==> src/rtl/lsi_pkg.sv <==
// Package with field widths, codes and shared types of the line start indexer.
package lsi_pkg;

  // Fixed widths of the transaction fields.
  localparam int MODE_W    = 2;
  localparam int BYTE_W    = 8;
  localparam int LINE_W    = 16;
  localparam int COL_W     = 24;
  localparam int STATUS_W  = 2;
  localparam int OUT_OFF_W = 24;
  localparam int TOTAL_W   = 13;

  // Line break characters.
  localparam logic [BYTE_W-1:0] BYTE_LF = 8'h0A;
  localparam logic [BYTE_W-1:0] BYTE_CR = 8'h0D;

  // Request modes.
  typedef enum logic [MODE_W-1:0] {
    MODE_CLEAR  = 2'd0,
    MODE_APPEND = 2'd1,
    MODE_QUERY  = 2'd2,
    MODE_NONE   = 2'd3
  } mode_t;

  // Response status codes.
  typedef enum logic [STATUS_W-1:0] {
    STAT_OK         = 2'd0,
    STAT_LINE_RANGE = 2'd1,
    STAT_COL_RANGE  = 2'd2,
    STAT_OVERFLOW   = 2'd3
  } status_t;

  // Control carried alongside an item through the query pipeline.
  typedef struct packed {
    logic  valid;
    mode_t mode;
    logic  line_ok;
    logic  first;
    logic  last;
  } qry_ctl_t;

endpackage

==> src/rtl/lsi_tracker.sv <==
// Stream tracker: byte and line counts, CR state and table writes for appends.
module lsi_tracker import lsi_pkg::*; #(
  parameter int MAX_LINES   = 4096,
  parameter int OFFSET_BITS = 24,
  parameter int AW          = 12,
  parameter int TW          = 13
) (
  input  logic                   clk,
  input  logic                   rst,
  input  logic                   acc,
  input  logic [MODE_W-1:0]      mode,
  input  logic [BYTE_W-1:0]      text_byte,
  output logic [TW-1:0]          tally,
  output logic [TW-1:0]          tally_next,
  output logic [OFFSET_BITS-1:0] bt_next,
  output logic                   ovf_next,
  output logic                   wr_en,
  output logic [AW-1:0]          wr_addr,
  output logic [OFFSET_BITS:0]   wr_data
);

  logic [OFFSET_BITS-1:0] bt;
  logic                   last_cr;
  logic                   ovf;
  logic                   last_cr_next;
  logic [TW-1:0]          tally_dec;

  assign tally_dec = tally - TW'(1);

  // Next state and table write for the accepted transaction.
  always_comb begin
    logic [OFFSET_BITS-1:0] pos1;
    logic                   full;
    tally_next   = tally;
    bt_next      = bt;
    last_cr_next = last_cr;
    ovf_next     = ovf;
    wr_en        = 1'b0;
    wr_addr      = tally[AW-1:0];
    pos1         = bt + OFFSET_BITS'(1);
    wr_data      = {1'b0, pos1};
    full         = (tally >= TW'(MAX_LINES));
    if (acc) begin
      unique case (mode_t'(mode))
        MODE_CLEAR: begin
          tally_next   = TW'(1);
          bt_next      = '0;
          last_cr_next = 1'b0;
          ovf_next     = 1'b0;
        end
        MODE_APPEND: begin
          priority if (bt == '1) begin
            // Offset limit reached: the byte is dropped.
            ovf_next = 1'b1;
          end else begin
            bt_next      = pos1;
            last_cr_next = 1'b0;
            priority if (text_byte == BYTE_LF && last_cr && tally >= TW'(2)) begin
              // LF after CR: move the open line past the LF, mark the line before.
              wr_en   = 1'b1;
              wr_addr = tally_dec[AW-1:0];
              wr_data = {1'b1, pos1};
            end else if (text_byte == BYTE_LF || text_byte == BYTE_CR) begin
              // Open a new line unless the table is full.
              if (full) begin
                ovf_next = 1'b1;
              end else begin
                wr_en        = 1'b1;
                tally_next   = tally + TW'(1);
                last_cr_next = (text_byte == BYTE_CR);
              end
            end else begin
              wr_en = 1'b0;
            end
          end
        end
        MODE_QUERY, MODE_NONE: begin
          wr_en = 1'b0;
        end
      endcase
    end
  end

  // State registers.
  always_ff @(posedge clk) begin
    if (rst) begin
      tally   <= TW'(1);
      bt      <= '0;
      last_cr <= 1'b0;
      ovf     <= 1'b0;
    end else begin
      tally   <= tally_next;
      bt      <= bt_next;
      last_cr <= last_cr_next;
      ovf     <= ovf_next;
    end
  end

endmodule

==> config.mk <==
export PLATFORM = sky130hd
export DESIGN_NAME = lsi_tracker
export DESIGN_NICKNAME = d
export VERILOG_FILES = /design/src/rtl/lsi_pkg.sv /design/src/rtl/lsi_tracker.sv
export SDC_FILE = /design/constraint.sdc
export NUM_CORES = 1
export LEC_CHECK = 0
export BUFFER_PORTS_ARGS = -buffer_cell sky130_fd_sc_hd__buf_2
export CAP_MARGIN = 20
export CORE_UTILIZATION = 55
export DETAILED_ROUTE_END_ITERATION = 10
export GPL_TIMING_DRIVEN = 0
export PLACE_DENSITY = 0.91
export SLEW_MARGIN = 20
export SYNTH_ARGS = -nofsm -noshare
export SYNTH_HDL_FRONTEND = slang
export SYNTH_SLANG_ARGS = --single-unit
==> constraint.sdc <==
create_clock -name clk -period 3.8 [get_ports clk]
set_clock_uncertainty 0.2 [all_clocks]
set_input_delay 0.19 -clock clk [delete_from_list [all_inputs] [get_ports clk]]
set_output_delay 0.19 -clock clk [all_outputs]
set_load 0.03 [all_outputs]
* Yosys cells after proc, flatten, opt, wreduce, memory -nomap -nowiden
Index checks and enable logic that the tools add are counted.
Storage, ports and cells: bits in writable memories 0, bits in read-only memories 0, memories 0, output and inout port bits 89, flip-flop bits (word level) 39, latch bits 0, word-level logic and storage cells 54
Operators by class: $add $sub $neg 3, reduce and logical (&&, ||, !) cells 6, mux-type cells 34, shift-type cells 0, divide/modulo/power cells 0, magnitude comparators 2, eq/ne operators 5, bitwise gates (word level) 0, multipliers 0
Operators by type and width (count):
- $mux W25 | 4
- $mux W13 | 5
- $mux W12 | 4
- $mux W24 | 2
- $pmux W24 S2 | 1
- $pmux W13 S2 | 1
- $add A24 B1 Y24 const B | 1
- $eq A24 B24 Y1 const B | 1
- $eq A8 B4 Y1 const B | 2
- $mux W1 | 15
- $add A13 B1 Y13 const B | 1
- $ge A13 B13 Y1 const B | 1
- $ge A13 B2 Y1 const B | 1
- $sub A12 B1 Y12 const B | 1
- $pmux W1 S2 | 2
- $reduce_and A3 Y1 | 1
- $eq A2 B1 Y1 const B | 1
- $logic_and A1 B1 Y1 | 2
- $logic_not A2 Y1 | 1
- $ne A2 B2 Y1 const B | 1
- $reduce_bool A2 Y1 | 1
- $logic_or A1 B1 Y1 | 1

* Longest topological paths before layout
depth after elaboration 7, depth in mapped cells 9

* Worst setup path after synthesis
Ideal clock, no wire load.
kind reg-to-output, start register bt[0], end output wr_addr[1], setup slack 1.034 ns, data arrival time 2.376 ns, buffers on the path 1, cell stages (with the launch flop) 8, path through dfxtp_1 > ha_1 > nand3_1 > or3_1 > buf_6 > o21ai_4 > nor2_1 > mux2i_1
On the way: word-level cells in the longest chain between the ends 4
RTL lines:
- start: declaration | RTL line lsi_tracker.sv:22 | logic [OFFSET_BITS-1:0] bt;
- start signal: assignment | RTL line lsi_tracker.sv:93 | bt <= bt_next;
- $eq A24 B24 Y1 | RTL line lsi_tracker.sv:52 | priority if (bt == '1) begin
- $mux W12 | RTL line lsi_tracker.sv:52
- $mux W12 | RTL line lsi_tracker.sv:44 | unique case (mode_t'(mode))
- $mux W12 | RTL line lsi_tracker.sv:43 | if (acc) begin
- end: declaration | RTL line lsi_tracker.sv:18 | output logic [AW-1:0] wr_addr,
No other way between the ends.

* Worst setup path in the final report
start register bt[0], end output wr_addr[10]
Same word-level chain as after synthesis.

==> impl_results.md <==
* Crit path buffers/inverters at 3
* EDFF count, synth at 0
* #FFs+latches synth at 39
* Net Sw Power at between 0.2 and 0.25 mW
* Count of cell types in the netlist at 75
* Clk slew on worst S/H paths at about 0.080 ns
* Layout Nets at about 550
* Post-CTS setup buffer count at 0
* Vias per inst at slightly below 7
* Routed WL at around 11 mm
* WHS Endpoint: bt[6]$_SDFF_PP0_
* Vias in the first global route at about 3,700
* Met2 WL at 5.09 mm
* Sink Count at 39
* Hold WC Path Type: in2reg
* Slew Limit Fails at 0
* Worst path cell trace: ha_1 > nand3_1 > or3_1 > buf_6 > o21ai_4 > buf_4 > nor3_1 > xor2_1 > buf_2
* Fmax at around 310 MHz
* Slew headroom at ~50%
* Reg2Reg Depth at 7
* Max Root-Sink Buffers at 2
* Leakage power at ~1.8 nW
* Ant. Diodes at 0
* Commonest non-fill, non-tap cell in the layout: buf_2
* Layout Cells excl Fill at 604
* Mapped Area at approximately 0.0033 mm2
* WL met1 at 4.15 mm
* Most frequent cells in the layout: buf_2 (108), a21oi_1 (39), dfxtp_1 (39)
* Fin worst setup slack at 0.568 ns
* IO buf count at 100
* Period minus WS final at about 3.2 ns
* Fraction of registers with async set/reset at 0%
* Reg2Reg Setup Slack at between 1 and 1.5 ns
* Routed wl met3 at 1.21 mm
* Crit path max-delay family: simple AND/OR/NAND/NOR gates
* Cell-internal power at between 0.6 and 0.7 mW
* Hold depth at 3
* Mapped Nets at 440
* FF-to-FF End: bt[18]$_SDFF_PP0_
* Setup crit start kind: flip-flop
* Crit path max fanout at 10
* GPL Wtd Cong at ~0.93
* PD cells at approximately 220 mW/mm2
* Max cap viols at 0
* H-tree depth at 2
* Part of the power in the clock network at 43.2%
* Area Growth Syn to Fin at 21.6%
* Iteration-0 DRC Markers at between 300 and 400
* Reg power frac at a little under half
* Final core utilization at 71.0%
* Overall routing resource usage at roughly 36%
* Vias at around 4,100
* Placed instance area at a little under 0.004 mm2
* Critical Path Max Stage Delay at 0.41 ns
* Sw frac at a little over a quarter
* Post-route design area at 0.00398 mm2
* Combinational Power Share at 10.5%
* Setup WS pre-CTS at around 0.97 ns
* Die H at between 70 and 80 um
* CTS Hold Bufs at 0
* TritonCTS Buffers at 5
* Crit share post-route at 85.0%
* First-pass GRT wire length at around 17 mm
* Post-Place Cells at between 500 and 600
* CP max stage cell: dfxtp_1
* Antenna violations before repair at 0
* Crit path required time at between 3 and 4 ns
* YS warnings at 0
* Post-cts sizing count at 0
* Hold Fails Final Rpt at 0
* Site row count at 27
* Setup_tns at 0 ns
* RSZ-0062 raised after global routing: no
* Syn_area_per_cell at ~7.7 um2
* Drt first pass iters at 5
* Top routing layer in use: met4
* Tightest Pin Transition at 0.750 ns
* HP Start: rst
* Top Ports at approximately 100
* Reg2reg start: bt[0]$_SDFF_PP0_
* Crit end category: primary output
* Outcome: finished clean
* Critical path arrival at ~2.8 ns
* Fillers at a little under 500
* Largest net degree at the start of global routing at 13
* Maximum VDD drop at roughly 160 uV
* Final ANT Viol Nets at 0
* Crit path kind: reg2out
* Synth Instances at approximately 420
* DP Wirelength at 7.83 mm
* TritonCTS clock tree: built
* Top FF cell, synth: dfxtp_1
* Core area at roughly 0.0056 mm2
* Layout cell share with drive strength beyond 1 at 28.4%
* Post-route DRC at 0
* Worst skew pair latency at 0.31 ns
* Overflow after GRT at 0
* Seq/Total Area, Yosys at 23.9%
* Starting Density at between 50% and 60%
* Avg WL per Cell at 18.2 um
* Final setup vio count at 0
* Clk root buf: clkbuf_8
* Die ar. at between 0.006 and 0.007 mm2
* Die Wd at roughly 79 um
-- registers in the layout, indices dropped and copies added, names as in the netlist --
register and count:
bt 24, tally 13, last_cr 1, ovf 1
-- per-stage QoR --
| step | hold slack [ns] | power (mW) |
|---|---|---|
| after CTS | 0.0660 | 0.880 |
| after floorplan | 0.170 | 0.478 |
| final | 0.0763 | 0.891 |
| after global placement | 0.246 | 0.509 |
| after global routing | 0.0987 | 0.903 |
| after detailed placement | 0.253 | 0.511 |
-- worst max path at each step --
stage | startpoint | endpoint | slack (ns) | cells after the start
after floorplan | bt[0]$_SDFF_PP0_ | wr_addr[1] | 1.03 | 7
after global placement | bt[0]$_SDFF_PP0_ | wr_addr[10] | 0.98 | 9
after detailed placement | bt[0]$_SDFF_PP0_ | wr_addr[10] | 0.97 | 9
after CTS | bt[0]$_SDFF_PP0_ | wr_addr[10] | 0.62 | 9
after global routing | bt[0]$_SDFF_PP0_ | tally_next[7] | 0.40 | 8
final | bt[0]$_SDFF_PP0_ | wr_addr[10] | 0.57 | 9
-- synth_stat cells, types with 4 or more instances --
cell / instances / area [um2]
clkbuf_1: 18 / 67.6
a211oi_1: 7 / 52.6
a41o_1: 4 / 40.0
or4_1: 4 / 30.0
and2_1: 6 / 37.5
buf_2: 8 / 40.0
nand2_1: 37 / 139
inv_1: 19 / 71.3
nand4_1: 10 / 62.6
a22o_2: 4 / 40.0
nand3_1: 19 / 95.1
o21ai_0: 15 / 75.1
nor2_1: 19 / 71.3
o31ai_1: 5 / 37.5
and4_1: 9 / 78.8
and3_1: 11 / 68.8
dfxtp_1: 39 / 781
a21oi_1: 39 / 195
nor3_1: 17 / 85.1
o211ai_1: 5 / 37.5
xor2_1: 14 / 123
nor4_1: 7 / 43.8
a31oi_1: 10 / 62.6
nand3b_1: 4 / 30.0
xnor2_1: 17 / 149
nor3_2: 4 / 40.0
-- power groups by stage --
stage                     clock network, mW  registers, mW  logic (mW)
after global placement                    0          0.422      0.0871
final                                 0.385          0.412      0.0938
after floorplan                           0          0.421      0.0570
after global routing                  0.391          0.412      0.0990
after CTS                             0.378          0.412      0.0904
after detailed placement                  0          0.422      0.0896
-- routing by layer --
| layer | vias up | track usage, % |
|---|---|---|
| li1 | 1818 | - |
| met2 | 327 | 58.1 |
| met4 | 0 | 23.3 |
| met5 | - | 0 |
| met1 | 1854 | 42.6 |
| met3 | 60 | 6.21 |
-- kinds of logic after synthesis --
kind of cell    share of synthesized area [%]
buf+inv                                  7.00
compound gates                           27.3
simple gates                             32.1
xor+xnor                                 8.30
mux                                     0.306
fa+ha+maj                                1.15
flops                                    23.9
-- layout make-up --
type	count	area [um2]	share of cell area, %
multi-input cells	334	2260	56.9
flip-flops and latches	39	781	19.6
repair buffers	100	500	12.6
plain buffers	31	154	3.87
well taps	72	90.1	2.26
clock buffers	6	82.6	2.07
inverters	20	75.1	1.89
clock inverters	2	35.0	0.880
-- worst reg2reg max path: stages (launching register included) --
cell and delay (ns):
dfxtp_1 0.41, ha_1 0.27, nand3_1 0.27, nor3_2 0.32, clkbuf_1 0.43, a31oi_1 0.18
nor3_1 0.30, a21oi_1 0.10
(Power assumes the default switching activity.)
