## src/rtl/lsi_pkg.sv

```systemverilog
// Package with field widths, codes and shared types of the line start indexer.
package lsi_pkg;

  // Fixed widths of the transaction fields.
  localparam int MODE_W    = 2;
  localparam int BYTE_W    = 8;
  localparam int LINE_W    = 16;
  localparam int COL_W     = 24;
  localparam int STATUS_W  = 2;
  localparam int OUT_OFF_W = 24;
  localparam int TOTAL_W   = 13;

  // Line break characters.
  localparam logic [BYTE_W-1:0] BYTE_LF = 8'h0A;
  localparam logic [BYTE_W-1:0] BYTE_CR = 8'h0D;

  // Request modes.
  typedef enum logic [MODE_W-1:0] {
    MODE_CLEAR  = 2'd0,
    MODE_APPEND = 2'd1,
    MODE_QUERY  = 2'd2,
    MODE_NONE   = 2'd3
  } mode_t;

  // Response status codes.
  typedef enum logic [STATUS_W-1:0] {
    STAT_OK         = 2'd0,
    STAT_LINE_RANGE = 2'd1,
    STAT_COL_RANGE  = 2'd2,
    STAT_OVERFLOW   = 2'd3
  } status_t;

  // Control carried alongside an item through the query pipeline.
  typedef struct packed {
    logic  valid;
    mode_t mode;
    logic  line_ok;
    logic  first;
    logic  last;
  } qry_ctl_t;

endpackage

```

## src/rtl/lsi_if.sv

```systemverilog


interface lsi_rsp_if import lsi_pkg::*; ();
  logic                 valid;
  logic                 ready;
  logic [STATUS_W-1:0]  status;
  logic [OUT_OFF_W-1:0] line_start;
  logic [OUT_OFF_W-1:0] line_length;
  logic [OUT_OFF_W-1:0] text_offset;
  logic [TOTAL_W-1:0]   lines_total;

  modport source (output valid, output status, output line_start, output line_length,
                  output text_offset, output lines_total, input ready);
  modport sink   (input valid, input status, input line_start, input line_length,
                  input text_offset, input lines_total, output ready);
endinterface

```

## src/rtl/lsi_query.sv

```systemverilog
// Query pipeline: table read, line length, column check and response register.
module lsi_query import lsi_pkg::*; #(
  parameter int OFFSET_BITS = 24,
  parameter int AW          = 12,
  parameter int TW          = 13
) (
  input  logic                   clk,
  input  logic                   rst,
  input  logic                   acc,
  input  logic [MODE_W-1:0]      mode,
  input  logic [LINE_W-1:0]      line_idx,
  input  logic [COL_W-1:0]       column,
  input  logic [TW-1:0]          tally,
  input  logic [TW-1:0]          tally_next,
  input  logic [OFFSET_BITS-1:0] bt_next,
  input  logic                   ovf_next,
  output logic                   rd_en,
  output logic [AW-1:0]          rd_addr_a,
  output logic [AW-1:0]          rd_addr_b,
  input  logic [OFFSET_BITS:0]   rd_data_a,
  input  logic [OFFSET_BITS:0]   rd_data_b,
  output logic                   ready,
  lsi_rsp_if.source              rsp
);

  localparam int LW = (TW > LINE_W) ? TW : LINE_W;
  localparam int CW = (OFFSET_BITS > COL_W) ? OFFSET_BITS : COL_W;

  logic                   adv;
  logic [LW-1:0]          ln_ext;
  logic [LW-1:0]          tl_ext;
  qry_ctl_t               in_ctl;

  qry_ctl_t               s1_ctl;
  logic [COL_W-1:0]       s1_col;
  logic [TW-1:0]          s1_tally;
  logic [OFFSET_BITS-1:0] s1_bt;
  logic                   s1_ovf;
  logic [OFFSET_BITS-1:0] s1_start;
  logic [OFFSET_BITS-1:0] s1_len;

  qry_ctl_t               s2_ctl;
  logic [COL_W-1:0]       s2_col;
  logic [TW-1:0]          s2_tally;
  logic                   s2_ovf;
  logic [OFFSET_BITS-1:0] s2_start;
  logic [OFFSET_BITS-1:0] s2_len;

  status_t                o_status;
  logic [OUT_OFF_W-1:0]   o_start;
  logic [OUT_OFF_W-1:0]   o_len;
  logic [OUT_OFF_W-1:0]   o_off;

  // The pipeline moves as a whole whenever the response register is free.
  // No request transaction is taken while reset is held.
  assign adv   = !rsp.valid || rsp.ready;
  assign ready = adv && !rst;

  // Line range check and table addresses for the incoming transaction.
  assign ln_ext         = LW'(line_idx);
  assign tl_ext         = LW'(tally);
  assign in_ctl.valid   = acc;
  assign in_ctl.mode    = mode_t'(mode);
  assign in_ctl.line_ok = (ln_ext < tl_ext);
  assign in_ctl.first   = (line_idx == '0);
  assign in_ctl.last    = ((ln_ext + LW'(1)) == tl_ext);
  assign rd_en          = acc && (mode_t'(mode) == MODE_QUERY);
  assign rd_addr_a      = line_idx[AW-1:0];
  assign rd_addr_b      = line_idx[AW-1:0] + AW'(1);

  // Stage one captures the transaction while the table is read.
  always_ff @(posedge clk) begin
    if (rst) begin
      s1_ctl <= '0;
    end else if (adv) begin
      s1_ctl <= in_ctl;
    end
  end

  always_ff @(posedge clk) begin
    if (adv) begin
      s1_col   <= column;
      s1_tally <= tally_next;
      s1_bt    <= bt_next;
      s1_ovf   <= ovf_next;
    end
  end

  // Content length: end is the next start less its terminator, or the byte count.
  always_comb begin
    logic [OFFSET_BITS-1:0] end_pos;
    logic [OFFSET_BITS:0]   diff;
    logic [OFFSET_BITS-1:0] dec;
    logic                   crlf;
    logic                   gt;
    s1_start = s1_ctl.first ? '0 : rd_data_a[OFFSET_BITS-1:0];
    end_pos  = s1_ctl.last ? s1_bt : rd_data_b[OFFSET_BITS-1:0];
    crlf     = rd_data_b[OFFSET_BITS];
    diff     = {1'b0, end_pos} - {1'b0, s1_start};
    gt       = !diff[OFFSET_BITS] && (diff[OFFSET_BITS-1:0] != '0);
    if (s1_ctl.last) begin
      dec = '0;
    end else if (crlf && diff[OFFSET_BITS-1:0] != OFFSET_BITS'(1)) begin
      dec = OFFSET_BITS'(2);
    end else begin
      dec = OFFSET_BITS'(1);
    end
    s1_len = gt ? (diff[OFFSET_BITS-1:0] - dec) : '0;
  end

  // Stage two holds start and length.
  always_ff @(posedge clk) begin
    if (rst) begin
      s2_ctl <= '0;
    end else if (adv) begin
      s2_ctl <= s1_ctl;
    end
  end

  always_ff @(posedge clk) begin
    if (adv) begin
      s2_col   <= s1_col;
      s2_tally <= s1_tally;
      s2_ovf   <= s1_ovf;
      s2_start <= s1_start;
      s2_len   <= s1_len;
    end
  end

  // Column check, offset sum and status.
  always_comb begin
    o_status = s2_ovf ? STAT_OVERFLOW : STAT_OK;
    o_start  = '0;
    o_len    = '0;
    o_off    = '0;
    if (s2_ctl.mode == MODE_QUERY) begin
      priority if (!s2_ctl.line_ok) begin
        o_status = STAT_LINE_RANGE;
      end else if (CW'(s2_col) > CW'(s2_len)) begin
        o_status = STAT_COL_RANGE;
        o_start  = OUT_OFF_W'(s2_start);
        o_len    = OUT_OFF_W'(s2_len);
      end else begin
        o_start  = OUT_OFF_W'(s2_start);
        o_len    = OUT_OFF_W'(s2_len);
        o_off    = OUT_OFF_W'(s2_start) + s2_col;
      end
    end
  end

  // Response register.
  always_ff @(posedge clk) begin
    if (rst) begin
      rsp.valid <= 1'b0;
    end else if (adv) begin
      rsp.valid <= s2_ctl.valid;
    end
  end

  always_ff @(posedge clk) begin
    if (adv) begin
      rsp.status      <= o_status;
      rsp.line_start  <= o_start;
      rsp.line_length <= o_len;
      rsp.text_offset <= o_off;
      rsp.lines_total <= TOTAL_W'(s2_tally);
    end
  end

endmodule

```

## src/flat_wrapper.sv

```systemverilog
// flat-port wrapper written by rule: the top's interface ports become plain ports
module lsi_query_flat import lsi_pkg::*;
#(
  parameter int OFFSET_BITS = 24,
  parameter int AW          = 12,
  parameter int TW          = 13
)
  (clk, rst, acc, mode, line_idx, column, tally, tally_next, bt_next, ovf_next, rd_en, rd_addr_a, rd_addr_b, rd_data_a, rd_data_b, ready, rsp_valid, rsp_status, rsp_line_start, rsp_line_length, rsp_text_offset, rsp_lines_total, rsp_ready);
  lsi_rsp_if rsp_i ();
  input  logic clk;
  input  logic rst;
  input  logic acc;
  input  logic [MODE_W-1:0] mode;
  input  logic [LINE_W-1:0] line_idx;
  input  logic [COL_W-1:0] column;
  input  logic [TW-1:0] tally;
  input  logic [TW-1:0] tally_next;
  input  logic [OFFSET_BITS-1:0] bt_next;
  input  logic ovf_next;
  output logic rd_en;
  output logic [AW-1:0] rd_addr_a;
  output logic [AW-1:0] rd_addr_b;
  input  logic [OFFSET_BITS:0] rd_data_a;
  input  logic [OFFSET_BITS:0] rd_data_b;
  output logic ready;
  output wire logic [$bits(rsp_i.valid)-1:0] rsp_valid;
  output wire logic [$bits(rsp_i.status)-1:0] rsp_status;
  output wire logic [$bits(rsp_i.line_start)-1:0] rsp_line_start;
  output wire logic [$bits(rsp_i.line_length)-1:0] rsp_line_length;
  output wire logic [$bits(rsp_i.text_offset)-1:0] rsp_text_offset;
  output wire logic [$bits(rsp_i.lines_total)-1:0] rsp_lines_total;
  input wire logic [$bits(rsp_i.ready)-1:0] rsp_ready;
  assign rsp_valid = rsp_i.valid;
  assign rsp_status = rsp_i.status;
  assign rsp_line_start = rsp_i.line_start;
  assign rsp_line_length = rsp_i.line_length;
  assign rsp_text_offset = rsp_i.text_offset;
  assign rsp_lines_total = rsp_i.lines_total;
  assign rsp_i.ready = rsp_ready;
  lsi_query #(.OFFSET_BITS(OFFSET_BITS), .AW(AW), .TW(TW)) u_core (.clk(clk), .rst(rst), .acc(acc), .mode(mode), .line_idx(line_idx), .column(column), .tally(tally), .tally_next(tally_next), .bt_next(bt_next), .ovf_next(ovf_next), .rd_en(rd_en), .rd_addr_a(rd_addr_a), .rd_addr_b(rd_addr_b), .rd_data_a(rd_data_a), .rd_data_b(rd_data_b), .ready(ready), .rsp(rsp_i));
endmodule
```

## config.mk

```make
export PLATFORM = sky130hd
export DESIGN_NAME = lsi_query_flat
export DESIGN_NICKNAME = d
export VERILOG_FILES = /design/src/rtl/lsi_pkg.sv /design/src/rtl/lsi_if.sv /design/src/rtl/lsi_query.sv /design/src/flat_wrapper.sv
export SDC_FILE = /design/constraint.sdc
export NUM_CORES = 1
export LEC_CHECK = 0
export BUFFER_PORTS_ARGS = -buffer_cell sky130_fd_sc_hd__buf_2
export CORE_UTILIZATION = 60
export DETAILED_ROUTE_END_ITERATION = 8
export PLACE_DENSITY_LB_ADDON = 0.05
export SLEW_MARGIN = 30
export SYNTH_ARGS = -nofsm -noshare
export SYNTH_HDL_FRONTEND = slang
export SYNTH_SLANG_ARGS = --single-unit
```

## constraint.sdc

```tcl
create_clock -name clk -period 17.1 [get_ports clk]
set_clock_uncertainty 0.2 [all_clocks]
set_input_delay 0.855 -clock clk [delete_from_list [all_inputs] [get_ports clk]]
set_output_delay 0.855 -clock clk [all_outputs]
set_load 0.03 [all_outputs]
```

After elaboration in Yosys (flattened, before gate mapping)
Index checks and enable logic that the tools add are counted.

cells by class
  add/subtract/negate cells = 5
  magnitude comparators = 2
  equality and inequality tests = 4
  multiplexer cells = 8
  bitwise gates (word level) = 2
  reductions and logical operators = 12

operators with widths
  operator                                         count
  two-way mux 24 bit                               3
  subtractor 24 x 24 -> 25 bit                     1
  adder 24 bit                                     1
  > comparator 24 bit                              1
  != test 24 x 1 -> 1 bit (second input constant)  1
  nonzero test 24 bit                              1
  subtractor 24 bit                                1
  adder 16 x 1 -> 16 bit (second input constant)   1
  == test 16 x 13 -> 1 bit                         1
  zero test 16 bit                                 1
  < comparator 16 x 13 -> 1 bit                    1
  adder 12 x 1 -> 12 bit (second input constant)   1
  two-way mux 2 bit                                5
  == test 2 bit (second input constant)            2
  logical AND 1 bit                                4
  zero test 1 bit                                  3
  OR reduction 3 bit                               1
  inverter 1 bit                                   2
  AND reduction 2 bit                              1
  logical OR 1 bit                                 1

word-level totals
  bits in registers = 246
  input port bits = 147
  word-level logic and storage cells = 56

Longest topological paths before layout
  word-level depth = 7
  gate-level depth with buffers = 25
  mapped depth without buffers = 22

Worst setup path before layout
No wires, ideal clock.

  kind = input port to flip-flop
  start = in rsp_ready
  end = reg u_core.rsp.line_length[0], enable pin
  library setup time = 2.048 ns
  arrival = 5.559 ns
  setup slack = 9.293 ns
  cell stages on the path = 2
  path buffers = 0
  path through = nor2b_1 clkinv_1

on the way
  cells in the longest elaborated chain, start to end = 1

RTL lines
  what                  RTL line            source
  from (decl)           flat_wrapper.sv:32  input wire logic [$bits(rsp_i.ready)-1:0] rsp_ready;
  logical OR 1 bit      lsi_query.sv:56     assign adv = !rsp.valid || rsp.ready;
  to (signal assigned)  lsi_query.sv:164    rsp.line_length <= o_len;
  to (decl)             lsi_if.sv:12        modport source (output valid, output status, output line_start, output line_length,

No other way between the ends.
A chain may end at the register's enable or synchronous reset.

Worst setup path in the final report
  start = reg u_core.s1_ctl[0] (netlist bit)
  end = reg u_core.s2_len[22], data pin

on the way
  cells in the longest elaborated chain, start to end = 7

RTL lines
  what                          RTL line          source
  from (decl)                   lsi_query.sv:34   qry_ctl_t s1_ctl;
  from (signal assigned)        lsi_query.sv:76   s1_ctl <= in_ctl;
  two-way mux 24 bit            lsi_query.sv:97   end_pos = s1_ctl.last ? s1_bt : rd_data_b[OFFSET_BITS-1:0];
  subtractor 24 x 24 -> 25 bit  lsi_query.sv:99   diff = {1'b0, end_pos} - {1'b0, s1_start};
  != test 24 x 1 -> 1 bit       lsi_query.sv:103  end else if (crlf && diff[OFFSET_BITS-1:0] != OFFSET_BITS'(1)) begin
  logical AND 1 bit             lsi_query.sv:103
  two-way mux 2 bit             lsi_query.sv:103
  two-way mux 24 bit            lsi_query.sv:101  if (s1_ctl.last) begin
  subtractor 24 bit             lsi_query.sv:108  s1_len = gt ? (diff[OFFSET_BITS-1:0] - dec) : '0;
  to (signal assigned)          lsi_query.sv:126  s2_len <= s1_len;
  to (decl)                     lsi_query.sv:47   logic [OFFSET_BITS-1:0] s2_len;

Parallel ways exist; a longest one is shown, timed or not.

==> results.ini <==
[yosys]
synth-seq-cells=246
netlist.top_cell.by_area=edfxtp_1
synth_cell_types=71
seq_area_frac_synth_pct=56.68
async_flop_share_pct=0
synth_edf_count=235
yosysWarnings=0
synth_top_area_share_pct=54.96
synth_area_per_cell_um2=11.99
synthCells=1071
synthTopCellsByArea=edfxtp_1 55%, ha_1 8.3%, xnor2_1 3.9%, inv_1 2.5%, nor2_1 2.5%
netlist_area_um2=12840
ys.flop_type=edfxtp_1
synth.net_count=1306

[layout]
drive_above_1_share_pct=25.58
multiInputGateArea_um2=5019
utilization_pct=71.81
mostFrequentLayoutCell=buf_2
final_cell_mix=259 x buf_2, 235 x edfxtp_1, 87 x inv_1, 85 x ha_1, 84 x nor2_1
fin_cells=1616
nets=1559
area_growth_pct=17.57
fill_cells=1489
seq_area_um2=7277
num_antenna_cells=0

[clocking]
cts_tree=yes
cts.sink_count=246
cts_setup_buffers=0
cts_root_buf=clkbuf_16
holdBufCountCts=0
cts.repair.resized=0
h-tree-depth=1
clkLatencyLatePin_ns=0.53
clk_pin_slew_worst_paths_ns=0.06
numCtsBuffers=26
cts.path.max_buffers=3

[place]
io_buffer_count=259
routabilityCongestion=0.9167
dpl.cell_count=1571
hpwl_um=20360

[die]
core_um2=21020
io_pins=261
die_width_um=148.3
std_cell_rows=53
die_area_um2=21990
initial_core_util_pct=61.08
die_h_um=148.3

[sta]
finalCritPeriodShare_pct=38.78
worst_slew_pin_slew_ns=0.8690
hold_viol=0
relSlewSlack_pct=42.07
finalCriticalPeriod_ns=6.631
slew_viol_final=0
rsz0062_at_grt=no
clock.fmax_ghz=0.1508
setup_viol_count_final=0
tns_ns=0

[drt]
route.detailed.drc=0
dr.pass1.iters=5
via_count=8836
routed-wl-met2_um=12900
dr.max_layer_used=met4
drt-met1-wl_um=12280
drt_wl_total_um=27380
avgRoutedWirePerCell_um=16.94
vias_per_cell=5.468
ant_nets=0
drt_iter0_drc=500
met3WireLength_um=1629

[worst_setup_path]
path_class=reg -> reg
cp_max_fo=23
end_kind=register
critPathLaunchType=register
arrival_ns=6.69
crit_required_ns=17.16

[global_route]
grt_antenna_before_repair=2
grt_pass1_vias=8569
grt_max_degree=177
overflow=0
grt_pass1_wl_um=42920
track_usage_pct=24.92

[hold_path]
hp-class=reg -> reg

[power_and_ir_drop]
p_leak_uw=0.006567
p_total_uw=1491
peakVddDrop_uv=76.80
p_per_area_nw_per_um2=98.79

[run_status]
status=finished clean

[flow_run]
cap_violations=0

==> power by group <==
part	internal [uW]	leakage, uW	switching [uW]
Sequential	700	0.00270	16.3
Combinational	105	0.00349	157
Clock	292	0.000371	221
==> critical path: stages (launching register included) <==
cell and delay [ns]:
dfxtp_1 0.46, buf_4 0.40, mux2_2 0.40, ha_1 0.38
a21oi_1 0.22, a21oi_1 0.06, o21ai_0 0.37, o31a_1 0.31
a31oi_1 0.13, xnor2_1 0.34, nand4_2 0.20, nor4_2 0.42
nand4b_1 0.22, a21oi_1 0.21, ha_1 0.18, inv_1 0.07
fa_1 0.45, or3_1 0.50, or3_1 0.39, nor2_1 0.22
a21o_1 0.15, a21oi_1 0.05
==> flip-flops by register name (all words and copies together) (netlist names) <==
signal and count:
u_core.rsp.line_length 24, u_core.rsp.line_start 24, u_core.rsp.lines_total 13, u_core.rsp.status 2, u_core.rsp.text_offset 24, u_core.rsp.valid 1
u_core.s1_bt 24, u_core.s1_col 24, u_core.s1_ctl 6, u_core.s1_ovf 1, u_core.s1_tally 13, u_core.s2_col 24
u_core.s2_ctl 4, u_core.s2_len 24, u_core.s2_ovf 1, u_core.s2_start 24, u_core.s2_tally 13
==> through the flow <==
step / instance area, um2 / setup slack (ns) / hold WS, ns
5_1_grt: 15100 / 10.03 / 0.2170
2_1_floorplan: 12840 / 9.293 / 0.2003
4_1_cts: 15100 / 10.49 / 0.2184
6_report: 15100 / 10.47 / 0.2098
3_3_place_gp: 14310 / 10.47 / 0.2010
3_5_place_dp: 14320 / 10.39 / 0.2045
==> area by class of cell <==
| type | count | share of cell area, % |
|---|---|---|
| clock buffer | 30 | 4.409 |
| clock inverter | 15 | 0.7045 |
| inverter | 90 | 2.321 |
| multi-input combinational | 696 | 33.24 |
| sequential | 246 | 48.21 |
| tap | 275 | 2.279 |
| timing repair buffer | 264 | 8.835 |
==> path summary, 6_finish.rpt <==
| kind | start | end | slack, ns | depth (start not counted) |
|---|---|---|---|---|
| min | u_core.s1_col[18]$_DFFE_PN_ | u_core.s2_col[18]$_DFFE_PN_ | 0.21 | 0 |
| max reg2reg | u_core.s1_ctl[0]$_SDFFE_PP0N_ | u_core.s2_len[22]$_SDFFCE_PN0N_ | 10.47 | 21 |
| min reg2reg | u_core.s1_col[18]$_DFFE_PN_ | u_core.s2_col[18]$_DFFE_PN_ | 0.21 | 0 |
| max | u_core.s1_ctl[0]$_SDFFE_PP0N_ | u_core.s2_len[22]$_SDFFCE_PN0N_ | 10.47 | 21 |
==> cell families (layout without fill, tap and decap cells) <==
kind of cell | count (synthesis) | after routing | share of synthesized area (%)
AND/OR/NAND/NOR | 333 | 333 | 13.18
flip-flops | 246 | 246 | 56.68
AO/OA/AOI/OAI | 162 | 162 | 8.527
buffers and inverters | 129 | 399 | 4.297
adder cells (fa/ha/maj) | 90 | 90 | 8.926
XOR/XNOR | 87 | 87 | 6.051
multiplexers | 24 | 24 | 2.339
==> synthesized netlist by cell type (3+ instances only) <==
library cell,number
a21boi_0,3
o221ai_1,3
or3_1,5
a31oi_1,7
a211oi_1,4
nand2_1,59
mux2i_1,3
or2_2,4
nand2b_1,18
o21a_1,8
nand3b_1,3
nor3_1,46
clkbuf_1,20
inv_1,87
o31a_1,3
buf_4,12
clkinv_1,3
fa_1,3
dfxtp_1,11
edfxtp_1,235
nand4_1,15
nor2b_1,24
o31ai_1,4
a21o_1,14
mux2_2,18
xor2_1,28
buf_6,3
buf_1,4
nor4_1,5
o21bai_1,8
and2_1,27
mux2i_4,3
o2111ai_1,3
o21ai_0,25
o211ai_1,3
and3_1,5
nand3_1,25
nor2_1,85
ha_1,85
xnor2_1,57
a21oi_1,54
==> metal layers <==
layer / track usage [%] / vias up
li1: - / 4367
met1: 34.33 / 4128
met2: 41.31 / 297
met3: 4.141 / 44
met4: 6.237 / 0
met5: 0 / -
(Power assumes the default switching activity.)
